--- config.mk ---
export PLATFORM = sky130hd
export DESIGN_NAME = fp32_fused_multiply_add
export DESIGN_NICKNAME = d
export VERILOG_FILES = /design/src/rtl/core/fmaf_pkg.sv /design/src/rtl/core/fmaf_unpack.sv /design/src/rtl/core/fp32_fused_multiply_add.sv
export VERILOG_INCLUDE_DIRS = /design/src /design/src/rtl/core
export SDC_FILE = /design/constraint.sdc
export NUM_CORES = 2
export LEC_CHECK = 0
export ABC_CLOCK_PERIOD_IN_PS = 7340
export BUFFER_PORTS_ARGS = -buffer_cell sky130_fd_sc_hd__buf_2
export CORE_MARGIN = 2
export CORE_UTILIZATION = 50
export CTS_BUF_LIST = sky130_fd_sc_hd__clkbuf_4
export DETAILED_ROUTE_END_ITERATION = 12
export HOLD_SLACK_MARGIN = 0.02
export PLACE_DENSITY = 0.68
export SYNTH_ARGS = -nofsm -noshare
export SYNTH_HDL_FRONTEND = slang
export SYNTH_SLANG_ARGS = --single-unit
export TNS_END_PERCENT = 100
--- constraint.sdc ---
create_clock -name clk -period 7.34 [get_ports clk]
set_clock_uncertainty 0.1 [all_clocks]
set_input_delay 1.101 -clock clk [delete_from_list [all_inputs] [get_ports clk]]
set_output_delay 1.101 -clock clk [all_outputs]
set_load 0.05 [all_outputs]
--- src/rtl/core/fp32_fused_multiply_add_macros.svh ---
// Assertion macros for the fp32 fused multiply-add core.
// No dependencies; included by files that carry concurrent checks.
`ifndef FP32_FUSED_MULTIPLY_ADD_MACROS_SVH
`define FP32_FUSED_MULTIPLY_ADD_MACROS_SVH
`ifndef ASSERT_OFF
// Property must hold at every clock edge outside reset.
`define FMAF_ASSERT(lbl, prop) \
    lbl: assert property (@(posedge clk) disable iff (!rst_n) (prop)) \
        else $error("fmaf assertion failed");
// Condition must never be seen outside reset.
`define FMAF_NEVER(lbl, cond) \
    lbl: assert property (@(posedge clk) disable iff (!rst_n) !(cond)) \
        else $error("fmaf forbidden condition seen");
`else
`define FMAF_ASSERT(lbl, prop)
`define FMAF_NEVER(lbl, cond)
`endif
`endif

--- src/rtl/core/fmaf_pkg.sv ---
// Shared types, constants and helper functions of the fp32 FMA core.
// No dependencies; used by fmaf_unpack and fp32_fused_multiply_add.
`timescale 1ns / 1ps
package fmaf_pkg;

    localparam logic [31:0] QNAN    = 32'h7FC0_0000;
    localparam logic [7:0]  EXP_MAX = 8'hFF;

    typedef struct packed {
        logic               sign;
        logic               zero;
        logic               inf;
        logic               nan;
        logic [23:0]        man;
        logic signed [10:0] q;
    } operand_t;

    typedef struct packed {
        logic        special;
        logic [31:0] val;
    } tag_t;

    function automatic logic [4:0] lzc24(input logic [23:0] v);
        logic [4:0] n;
        logic       found;
        n = 5'd0;
        found = 1'b0;
        for (int i = 23; i >= 0; i--) begin
            if (!found && v[i]) begin
                found = 1'b1;
                n = 5'(23 - i);
            end
        end
        return n;
    endfunction

    function automatic logic [6:0] lzc64(input logic [63:0] v);
        logic [6:0] n;
        logic       found;
        n = 7'd0;
        found = 1'b0;
        for (int i = 63; i >= 0; i--) begin
            if (!found && v[i]) begin
                found = 1'b1;
                n = 7'(63 - i);
            end
        end
        return n;
    endfunction

    // Right shift that folds every lost bit into bit 0.
    function automatic logic [63:0] shift_sticky(input logic [63:0] v,
                                                 input logic [10:0] amt);
        logic [63:0] mask;
        mask = ~({64{1'b1}} << amt[5:0]);
        if (amt >= 11'd64) begin
            return {63'd0, |v};
        end
        return (v >> amt[5:0]) | {63'd0, |(v & mask)};
    endfunction

endpackage

--- src/rtl/core/fmaf_unpack.sv ---
// Operand decode: classify a binary32 word and normalize its significand.
// Depends on fmaf_pkg.
`timescale 1ns / 1ps
module fmaf_unpack
(
    input  logic [31:0]        word,
    output fmaf_pkg::operand_t opnd
);
    logic [7:0]  ex;
    logic [22:0] fr;
    logic [4:0]  nlz;

    assign ex  = word[30:23];
    assign fr  = word[22:0];
    assign nlz = fmaf_pkg::lzc24({1'b0, fr});

    always_comb
    begin
        opnd.sign = word[31];
        opnd.zero = (word[30:0] == 31'd0);
        opnd.inf  = (ex == fmaf_pkg::EXP_MAX) && (fr == 23'd0);
        opnd.nan  = (ex == fmaf_pkg::EXP_MAX) && (fr != 23'd0);
        if (ex == 8'd0)
        begin
            // subnormal: shift up to the hidden bit, lower the exponent
            opnd.man = {1'b0, fr} << nlz;
            opnd.q   = -11'sd149 - $signed({6'd0, nlz});
        end
        else
        begin
            opnd.man = {1'b1, fr};
            opnd.q   = $signed({3'd0, ex}) - 11'sd150;
        end
    end
endmodule

--- src/rtl/core/fp32_fused_multiply_add.sv ---
// Top level of the binary32 fused multiply-add pipeline.
// Depends on fmaf_pkg, fmaf_unpack and fp32_fused_multiply_add_macros.svh.
//
// Computes sum_out = mul_a * mul_b + addend with one rounding, round to
// nearest even, gradual underflow, overflow to signed infinity; every NaN
// result is the quiet NaN 0x7FC00000. No flags. Seven register stages:
// decode, 24x24 multiply, alignment, add/subtract, leading-zero count,
// rounding shift, increment and pack. The accepting edge loads the decode
// stage and out_valid rises once the word reaches the pack stage; one word
// is taken every cycle while in_stall is low. Each stage holds
// its own valid bit and advances whenever it is empty or the stage after it
// advances, so bubbles collapse and in_stall rises only when all seven
// stages hold a word and out_stall is high. Special operands (NaN, infinity,
// zero) are resolved in the decode stage and ride down the pipe as a tag.
`timescale 1ns / 1ps
`include "fp32_fused_multiply_add_macros.svh"
module fp32_fused_multiply_add
(
    input  logic        clk,
    input  logic        rst_n,
    input  logic        in_valid,
    output logic        in_stall,
    input  logic [31:0] mul_a,
    input  logic [31:0] mul_b,
    input  logic [31:0] addend,
    output logic        out_valid,
    input  logic        out_stall,
    output logic [31:0] sum_out
);
    localparam int NSTG = 7;

    logic [NSTG-1:0] v_reg;
    logic [NSTG-1:0] en;

    fmaf_pkg::operand_t ua, ub, uc;

    // stage 1: decode
    fmaf_pkg::tag_t     t1_reg, t1_next;
    logic               sp1_reg, sc1_reg, cz1_reg;
    logic [23:0]        ma1_reg, mb1_reg, mc1_reg;
    logic signed [10:0] qa1_reg, qb1_reg, qc1_reg;
    // stage 2: multiply
    fmaf_pkg::tag_t     t2_reg;
    logic               sp2_reg, sc2_reg, cz2_reg;
    logic [63:0]        pm2_reg, cm2_reg;
    logic signed [10:0] ep2_reg, ec2_reg;
    logic [47:0]        prod_next;
    // stage 3: align
    fmaf_pkg::tag_t     t3_reg;
    logic               sp3_reg, sc3_reg;
    logic [63:0]        pm3_reg, cm3_reg, pm3_next, cm3_next;
    logic signed [10:0] e3_reg, e3_next, d3;
    // stage 4: add
    fmaf_pkg::tag_t     t4_reg, t4_next;
    logic               sg4_reg, sg4_next;
    logic [63:0]        mag4_reg, mag4_next;
    logic signed [10:0] e4_reg;
    // stage 5: normalize count
    fmaf_pkg::tag_t     t5_reg;
    logic               sg5_reg;
    logic [63:0]        mag5_reg;
    logic signed [10:0] s5_reg, s5_next, lsb5_reg, lsb5_next, top5;
    logic [6:0]         lz5;
    // stage 6: round shift
    fmaf_pkg::tag_t     t6_reg;
    logic               sg6_reg, inc6_reg, inc6_next;
    logic [23:0]        q6_reg, q6_next;
    logic signed [10:0] lsb6_reg;
    logic [63:0]        shr6;
    logic [5:0]         sh6, shm6;
    // stage 7: pack
    logic [31:0]        sum_out_reg, sum_out_next;
    logic [24:0]        qr7;
    logic [23:0]        qn7;
    logic signed [10:0] lsb7, be7;

    fmaf_unpack u_unpack_a (.word(mul_a),  .opnd(ua));
    fmaf_unpack u_unpack_b (.word(mul_b),  .opnd(ub));
    fmaf_unpack u_unpack_c (.word(addend), .opnd(uc));

    // Advance a stage when it is empty or its successor advances.
    always_comb
    begin
        en[NSTG-1] = !v_reg[NSTG-1] || !out_stall;
        for (int i = NSTG - 2; i >= 0; i--)
        begin
            en[i] = !v_reg[i] || en[i+1];
        end
    end

    assign in_stall  = !en[0];
    assign out_valid = v_reg[NSTG-1];
    assign sum_out   = sum_out_reg;

    // Resolve special operands up front.
    always_comb
    begin
        logic sp;
        sp = ua.sign ^ ub.sign;
        t1_next.special = 1'b1;
        t1_next.val     = fmaf_pkg::QNAN;
        if (ua.nan || ub.nan || uc.nan)
        begin
            t1_next.val = fmaf_pkg::QNAN;
        end
        else if (ua.inf || ub.inf)
        begin
            if (ua.zero || ub.zero || (uc.inf && uc.sign != sp))
                t1_next.val = fmaf_pkg::QNAN;
            else
                t1_next.val = {sp, fmaf_pkg::EXP_MAX, 23'd0};
        end
        else if (uc.inf)
        begin
            t1_next.val = addend;
        end
        else if (ua.zero || ub.zero)
        begin
            t1_next.val = uc.zero ? {sp & uc.sign, 31'd0} : addend;
        end
        else
        begin
            t1_next.special = 1'b0;
        end
    end

    assign prod_next = ma1_reg * mb1_reg;

    // Align the smaller term; a zero addend keeps the product exponent.
    always_comb
    begin
        d3 = ep2_reg - ec2_reg;
        if (cz2_reg || d3 >= 11'sd0)
        begin
            pm3_next = pm2_reg;
            cm3_next = cz2_reg ? 64'd0 : fmaf_pkg::shift_sticky(cm2_reg, $unsigned(d3));
            e3_next  = ep2_reg;
        end
        else
        begin
            pm3_next = fmaf_pkg::shift_sticky(pm2_reg, $unsigned(-d3));
            cm3_next = cm2_reg;
            e3_next  = ec2_reg;
        end
    end

    // Add or subtract magnitudes; exact cancellation gives +0.
    always_comb
    begin
        t4_next   = t3_reg;
        mag4_next = pm3_reg + cm3_reg;
        sg4_next  = sp3_reg;
        if (sp3_reg != sc3_reg)
        begin
            if (pm3_reg == cm3_reg)
            begin
                mag4_next = 64'd0;
                if (!t3_reg.special)
                begin
                    t4_next.special = 1'b1;
                    t4_next.val     = 32'd0;
                end
            end
            else if (pm3_reg > cm3_reg)
            begin
                mag4_next = pm3_reg - cm3_reg;
            end
            else
            begin
                mag4_next = cm3_reg - pm3_reg;
                sg4_next  = sc3_reg;
            end
        end
    end

    // Find the result LSB position, clamped at the subnormal floor.
    always_comb
    begin
        lz5  = fmaf_pkg::lzc64(mag4_reg);
        top5 = $signed({4'd0, 7'd63 - lz5});
        lsb5_next = top5 + e4_reg - 11'sd23;
        if (lsb5_next < -11'sd149)
            lsb5_next = -11'sd149;
        s5_next = lsb5_next - e4_reg;
    end

    // Shift to 24 bits and decide the round-up.
    always_comb
    begin
        sh6  = s5_reg[5:0];
        shm6 = sh6 - 6'd1;
        shr6 = mag5_reg >> sh6;
        q6_next   = 24'd0;
        inc6_next = 1'b0;
        if (s5_reg <= 11'sd0)
        begin
            q6_next = mag5_reg[23:0] << 5'(-s5_reg);
        end
        else if (s5_reg >= 11'sd64)
        begin
            inc6_next = (s5_reg == 11'sd64) && mag5_reg[63] && (|mag5_reg[62:0]);
        end
        else
        begin
            q6_next   = shr6[23:0];
            inc6_next = mag5_reg[shm6] &&
                        ((|(mag5_reg & ~({64{1'b1}} << shm6))) || shr6[0]);
        end
    end

    // Increment, renormalize on carry, pack.
    always_comb
    begin
        qr7  = {1'b0, q6_reg} + {24'd0, inc6_reg};
        qn7  = qr7[23:0];
        lsb7 = lsb6_reg;
        if (qr7[24])
        begin
            qn7  = qr7[24:1];
            lsb7 = lsb6_reg + 11'sd1;
        end
        be7 = lsb7 + 11'sd150;
        if (t6_reg.special)
            sum_out_next = t6_reg.val;
        else if (!qn7[23])
            sum_out_next = {sg6_reg, 8'd0, qn7[22:0]};
        else if (be7 >= 11'sd255)
            sum_out_next = {sg6_reg, fmaf_pkg::EXP_MAX, 23'd0};
        else
            sum_out_next = {sg6_reg, be7[7:0], qn7[22:0]};
    end

    // Valid bits travel with the words.
    always_ff @(posedge clk or negedge rst_n)
    begin
        if (!rst_n)
        begin
            v_reg <= '0;
        end
        else
        begin
            if (en[0])
                v_reg[0] <= in_valid;
            for (int i = 1; i < NSTG; i++)
            begin
                if (en[i])
                    v_reg[i] <= v_reg[i-1];
            end
        end
    end

    // Payload: load on advance, hold otherwise.
    always_ff @(posedge clk)
    begin
        if (en[0])
        begin
            t1_reg  <= t1_next;
            sp1_reg <= ua.sign ^ ub.sign;
            sc1_reg <= uc.sign;
            cz1_reg <= uc.zero;
            ma1_reg <= ua.man;
            mb1_reg <= ub.man;
            mc1_reg <= uc.man;
            qa1_reg <= ua.q;
            qb1_reg <= ub.q;
            qc1_reg <= uc.q;
        end
        if (en[1])
        begin
            t2_reg  <= t1_reg;
            sp2_reg <= sp1_reg;
            sc2_reg <= sc1_reg;
            cz2_reg <= cz1_reg;
            pm2_reg <= {1'b0, prod_next, 15'd0};
            cm2_reg <= {1'b0, mc1_reg, 39'd0};
            ep2_reg <= qa1_reg + qb1_reg - 11'sd15;
            ec2_reg <= qc1_reg - 11'sd39;
        end
        if (en[2])
        begin
            t3_reg  <= t2_reg;
            sp3_reg <= sp2_reg;
            sc3_reg <= sc2_reg;
            pm3_reg <= pm3_next;
            cm3_reg <= cm3_next;
            e3_reg  <= e3_next;
        end
        if (en[3])
        begin
            t4_reg   <= t4_next;
            sg4_reg  <= sg4_next;
            mag4_reg <= mag4_next;
            e4_reg   <= e3_reg;
        end
        if (en[4])
        begin
            t5_reg   <= t4_reg;
            sg5_reg  <= sg4_reg;
            mag5_reg <= mag4_reg;
            s5_reg   <= s5_next;
            lsb5_reg <= lsb5_next;
        end
        if (en[5])
        begin
            t6_reg   <= t5_reg;
            sg6_reg  <= sg5_reg;
            q6_reg   <= q6_next;
            inc6_reg <= inc6_next;
            lsb6_reg <= lsb5_reg;
        end
        if (en[6])
        begin
            sum_out_reg <= sum_out_next;
        end
    end

    // Back-pressure only when every stage is occupied.
    `FMAF_ASSERT(a_stall_full, in_stall |-> (&v_reg))
    // An accepted word lands in the decode stage.
    `FMAF_ASSERT(a_accept_lands, (in_valid && !in_stall) |=> v_reg[0])
    // Only the canonical NaN ever leaves the block.
    `FMAF_NEVER(a_nan_canon, out_valid && sum_out[30:23] == fmaf_pkg::EXP_MAX &&
                sum_out[22:0] != 23'd0 && sum_out != fmaf_pkg::QNAN)

endmodule

# Yosys cells after proc, flatten, opt, wreduce, memory -nomap -nowiden
# Cells that the tools add are included.
# word_totals
register_bits,783
input_bits,100
word_cells,731
# classes
addsub,23
n_mul,1
order_cmp,9
eq_ne,7
shift,10
n_mux,302
n_bitwise,11
reduce_logical,311
# ops
operator,count
64-bit 2-to-1 mux,7
7-bit 2-to-1 mux,62
5-bit 2-to-1 mux,66
32-bit 2-to-1 mux,7
64-bit NOT,3
64-bit OR reduction,3
64-bit by 6-bit left shift with 64-bit output (first input constant),3
63-bit 2-to-1 mux,3
1-bit 2-to-1 mux,143
1-bit logical AND,139
1-bit zero test,138
63-bit by 64-bit bitwise AND with 64-bit output,2
64-bit by 1-bit OR with 64-bit output,2
63-bit by 6-bit right shift with 64-bit output,2
64-bit subtractor,2
34-bit 2-to-1 mux,3
31-bit zero test,3
24-bit 2-to-1 mux,3
23-bit by 5-bit left shift with 24-bit output,3
23-bit zero test,3
23-bit nonzero test,3
33-bit 2-to-1 mux,2
64-bit adder,1
64-bit bitwise AND,1
other kinds (43),70

# Longest topological paths before layout
# logic_depth
depth_word,196
mapped_depth,40
ltp_nobuf,39

# Modules after synthesis
# From an unflattened synthesis, not the netlist that was laid out.
# unflattened
cells_unflattened,8332
area_unflattened_um2,76888.7
# by_module_without_submodules
module,instances,cells_each,area_each_um2
fp32_fused_multiply_add,1,7453,71179.5
fmaf_unpack,3,293,1903.1

# Worst setup path before layout
# No wires, ideal clock.
# synth_path
path_type,input to output
startpoint,in out_stall
endpoint,out in_stall
arrival_time_ns,7.349
required_time_ns,6.139
setup_slack_ns,-1.210
cell_stages,4
path_buffers,0
cell_sequence,and3_1 and3_1 nand4_1 inv_1
# synth_via
elab_chain_len,9
# synth_lines
element,line,source
from (decl),fp32_fused_multiply_add.sv:27,"input logic out_stall,"
1-bit zero test,fp32_fused_multiply_add.sv:84,en[NSTG-1] = !v_reg[NSTG-1] || !out_stall;
1-bit logical OR,fp32_fused_multiply_add.sv:84,
1-bit logical OR (6 in series),fp32_fused_multiply_add.sv:87,en[i] = !v_reg[i] || en[i+1];
1-bit zero test,fp32_fused_multiply_add.sv:91,assign in_stall = !en[0];
to (decl),fp32_fused_multiply_add.sv:22,"output logic in_stall,"
# No other way between the ends.

# Worst setup path after layout
# layout_path
startpoint,reg mag4_reg[62]
endpoint,reg s5_reg[9] (data pin)
# layout_via
elab_chain_len,194
elab_cells_between_ends,256
# layout_lines
element,line,source
from (decl),fp32_fused_multiply_add.sv:56,"logic [63:0] mag4_reg, mag4_next;"
from (signal assigned),fp32_fused_multiply_add.sv:292,mag4_reg <= mag4_next;
1-bit logical AND *,fmaf_pkg.sv:43,if (!found && v[i]) begin
1-bit 2-to-1 mux,fmaf_pkg.sv:43,
1-bit zero test,fmaf_pkg.sv:43,
1-bit logical AND,fmaf_pkg.sv:43,
1-bit 2-to-1 mux,fmaf_pkg.sv:43,
1-bit zero test,fmaf_pkg.sv:43,
1-bit logical AND,fmaf_pkg.sv:43,
1-bit 2-to-1 mux,fmaf_pkg.sv:43,
[... 180 more ...],n/a,
6-bit by 7-bit subtractor with 7-bit output *,fp32_fused_multiply_add.sv:180,"top5 = $signed({4'd0, 7'd63 - lz5});"
8-bit by 11-bit adder with 11-bit output *,fp32_fused_multiply_add.sv:181,lsb5_next = top5 + e4_reg - 11'sd23;
11-bit by 6-bit subtractor with 11-bit output *,fp32_fused_multiply_add.sv:181,
11-bit by 9-bit < comparator with 1-bit output,fp32_fused_multiply_add.sv:182,if (lsb5_next < -11'sd149)
11-bit 2-to-1 mux *,fp32_fused_multiply_add.sv:182,
net lsb5_next[1],fp32_fused_multiply_add.sv:62,"logic signed [10:0] s5_reg, s5_next, lsb5_reg, lsb5_next, top5;"
11-bit subtractor *,fp32_fused_multiply_add.sv:184,s5_next = lsb5_next - e4_reg;
net s5_next[9],fp32_fused_multiply_add.sv:62,
to (signal assigned),fp32_fused_multiply_add.sv:300,s5_reg <= s5_next;
to (decl),fp32_fused_multiply_add.sv:62,
# Mark *: on every way through the listed nets, which the timed path passes. The rest lies on a longest branch.
# A chain may end at the register's enable or synchronous reset.

==> results.md <==
- R2r startpoint: mag4_reg[62]
- Layout cells sized above 1: 0.1318
- Die area: 154200 um^2
- Initial cell density of the core: 0.5037
- Sequential area share after synthesis: 0.3076
- Vias in the first global route: 64289
- Yosys cell types: 117
- Setup crit start: mag4_reg[62]
- CTS tree: built
- Worst R2R Path Depth: 37
- Post-Syn Area per Cell: approximately 9 um^2
- Worst-path clk slew: 60 ps
- Routed len/inst: 24.66 um
- Final GP Congestion: between 1 and 1.5
- Detailed Route WL: 262600 um
- Fill count: about 14000
- Final setup viols: 0
- First-pass GRT wire length: roughly 390000 um
- TritonCTS Buffers: 204
- DPL Wire Length: 206000 um
- Final Hold Vio Count: 0
- Arrival time at the worst endpoint: 8090 ps
- Core area: roughly 150000 um^2
- CP Capture Type: register
- Antenna-violating nets left: 0
- Post-synth EDFFs: 768
- Largest net degree at the start of global routing: approximately 150
- Tmin final: roughly 7200 ps
- Area growth syn-to-layout: 10.16%
- Max Fclk: 0.1385 GHz
- CP max stage cell: edfxtp_1
- Fin Setup TNS: 0 ps
- Overall overflow remaining after global route: 0
- Min-Delay Path Class: in -> reg
- Routed via count: 65635
- Synthesized area: about 76000 um^2
- Io pins: 134
- Max-slew violation count: 0
- Cell count after synthesis: 8240
- FFs w/ async S/R, synth: 0.009032
- Worst reg2reg setup slack: 120 ps
- Die Wd: roughly 390 um
- Crit-path max FO: 4
- Row Count: 142
- Most used cell, CP: a21oi_2
- Root Buffer: clkbuf_4
- Tightest Pin Transition: 1314 ps
- Final period util: 0.9840
- Status: finished, final reports clean
- Yosys warnings: 0
- Req. time, crit path: 8210 ps
- Clk_lat worst skew: between 1000 and 1500 ps
- CP Launch Type: register
- Initial antenna violation count: 9
- Chip Height: 392.7 um
- # DRC: 0
- Post-Syn Nets: 9272
- CP endpoint: s5_reg[9]
- Max Cap Viol: 0
- Router iterations before antenna repair: 7
- # port buffers: about 130
- Reg-to-Reg End: s5_reg[9]
- Crit path kind: reg -> reg
- Avg Vias per Cell: between 6 and 7
- Worst relative slew slack: 0.1174
- Post-synth top flop: edfxtp_1
- Seq cells post-synth: 775
- Total track usage: 0.3372
- Nets: 9493
- RSZ-0062 raised after global routing: true
- Clock tree buffer depth: 3
- CP max stage delay: about 430 ps
- H-Tree Depth: 4
- Violation count after the first detailed-route iteration: 6800
- TritonCTS Sinks: 775
-- timing repair --
action	in CTS	in global routing
buffers inserted	12	23
hold buffers	8	0
cloned	0	1
endpoints found under the setup margin	8	14
pin swaps	14	57
gates resized for setup	32	70
hold endpoints to repair	13	0
-- final cells by class --
type | instances | area, um^2 | share of cell area
multi-input combinational | 6157 | 47860 | 0.5752
sequential | 775 | 23240 | 0.2793
timing repair buffer | 485 | 3730 | 0.04482
inverter | 838 | 3148 | 0.03783
tap | 2016 | 2522 | 0.03031
clock buffer | 288 | 2162 | 0.02598
clock inverter | 73 | 510.5 | 0.006135
antenna | 16 | 40.04 | 0.0004812
-- critical path, delay by kind of cell (launching register included) --
kind / cells / cell delay, ps
simple gates: 13 / 2350
flops: 1 / 430
buf+inv: 1 / 140
fa+ha+maj: 4 / 1230
xor+xnor: 2 / 160
compound gates: 17 / 2570
-- cells in the final DEF (no fill, tap or decap), types with 76 or more instances in the layout --
cell / synthesis / routed
buf_4: 7 / 302
nand4_1: 82 / 82
inv_1: 827 / 822
edfxtp_1: 768 / 768
and2_1: 250 / 249
buf_2: 50 / 133
clkbuf_4: 0 / 288
xnor2_1: 90 / 79
o21bai_1: 78 / 78
nor4_1: 83 / 76
fa_1: 489 / 486
a21oi_1: 682 / 666
nor2b_1: 90 / 88
nor3_1: 131 / 126
a21o_1: 76 / 76
mux4_2: 100 / 100
o21ai_0: 439 / 433
nor2_1: 627 / 618
nand2_1: 1022 / 1014
ha_1: 443 / 435
nand3_1: 118 / 115
mux2i_1: 278 / 278
-- how the worst min path moves through the flow --
stage,slack (ps),startpoint,to,cells after the start
after floorplan,300,mc1_reg[0],cm2_reg[39],0
after global placement,300,t1_reg[29],t2_reg[29],0
after detailed placement,300,mc1_reg[3],cm2_reg[42],0
after CTS,20,mul_b[29],qb1_reg[6],2
after global routing,20,addend[23],qc1_reg[0],2
final,130,addend[23],t1_reg[23],2
-- per-layer routing --
| layer | global-route usage | share of wire | vias up |
|---|---|---|---|
| met5 | 0 | 0.00016 | - |
| met4 | 0.1915 | 0.063 | 6 |
| met3 | 0.05575 | 0.078 | 780 |
| met2 | 0.5491 | 0.47 | 3211 |
| met1 | 0.4257 | 0.39 | 31972 |
| li1 | - | - | 29666 |
-- per-stage QoR --
stage / cell area, um^2 / cells / hold WS (ps) / util / setup slack (ps)
finish: 83210 / 10648 / 131.7 / 0.5549 / 117.8
detailed placement: 79690 / 10228 / 304.5 / 0.5314 / -552.9
floorplan: 75590 / 8240 / 300.3 / - / -1153
global route: 83200 / 10643 / 24.40 / 0.5548 / -289.1
global placement: 79690 / 10228 / 301.2 / 0.5314 / -519.8
CTS: 82660 / 10609 / 20.94 / 0.5512 / -12.91
-- Yosys cell counts, drive strengths merged, types with 87 or more instances --
library cell	instances	area, um^2
xnor2	92	820.8
and2	253	1587
nand2	1023	3842
clkbuf	366	1395
nand3	120	610.6
mux4	100	2252
nor4	87	569.3
fa	489	9789
o21ai	451	2280
buf	101	490.5
ha	443	5543
nor2	628	2360
edfxtp	768	23060
nor3	134	691.9
mux2i	278	2783
a21oi	686	3448
nor2b	90	563.0
inv	830	3115
-- kinds of logic after synthesis --
family	share of synthesized area
AOI/OAI and AO/OA	0.1703
muxes	0.07386
xor gates and xnor gates	0.01782
and+or+nand+nor	0.1595
buffers and inverters	0.06758
DFF	0.3076
adders and majority gates	0.2034
Power is left out: the tool's default activity adds up to more than one toggle a clock period on the data nets, which glitch-free logic cannot reach.
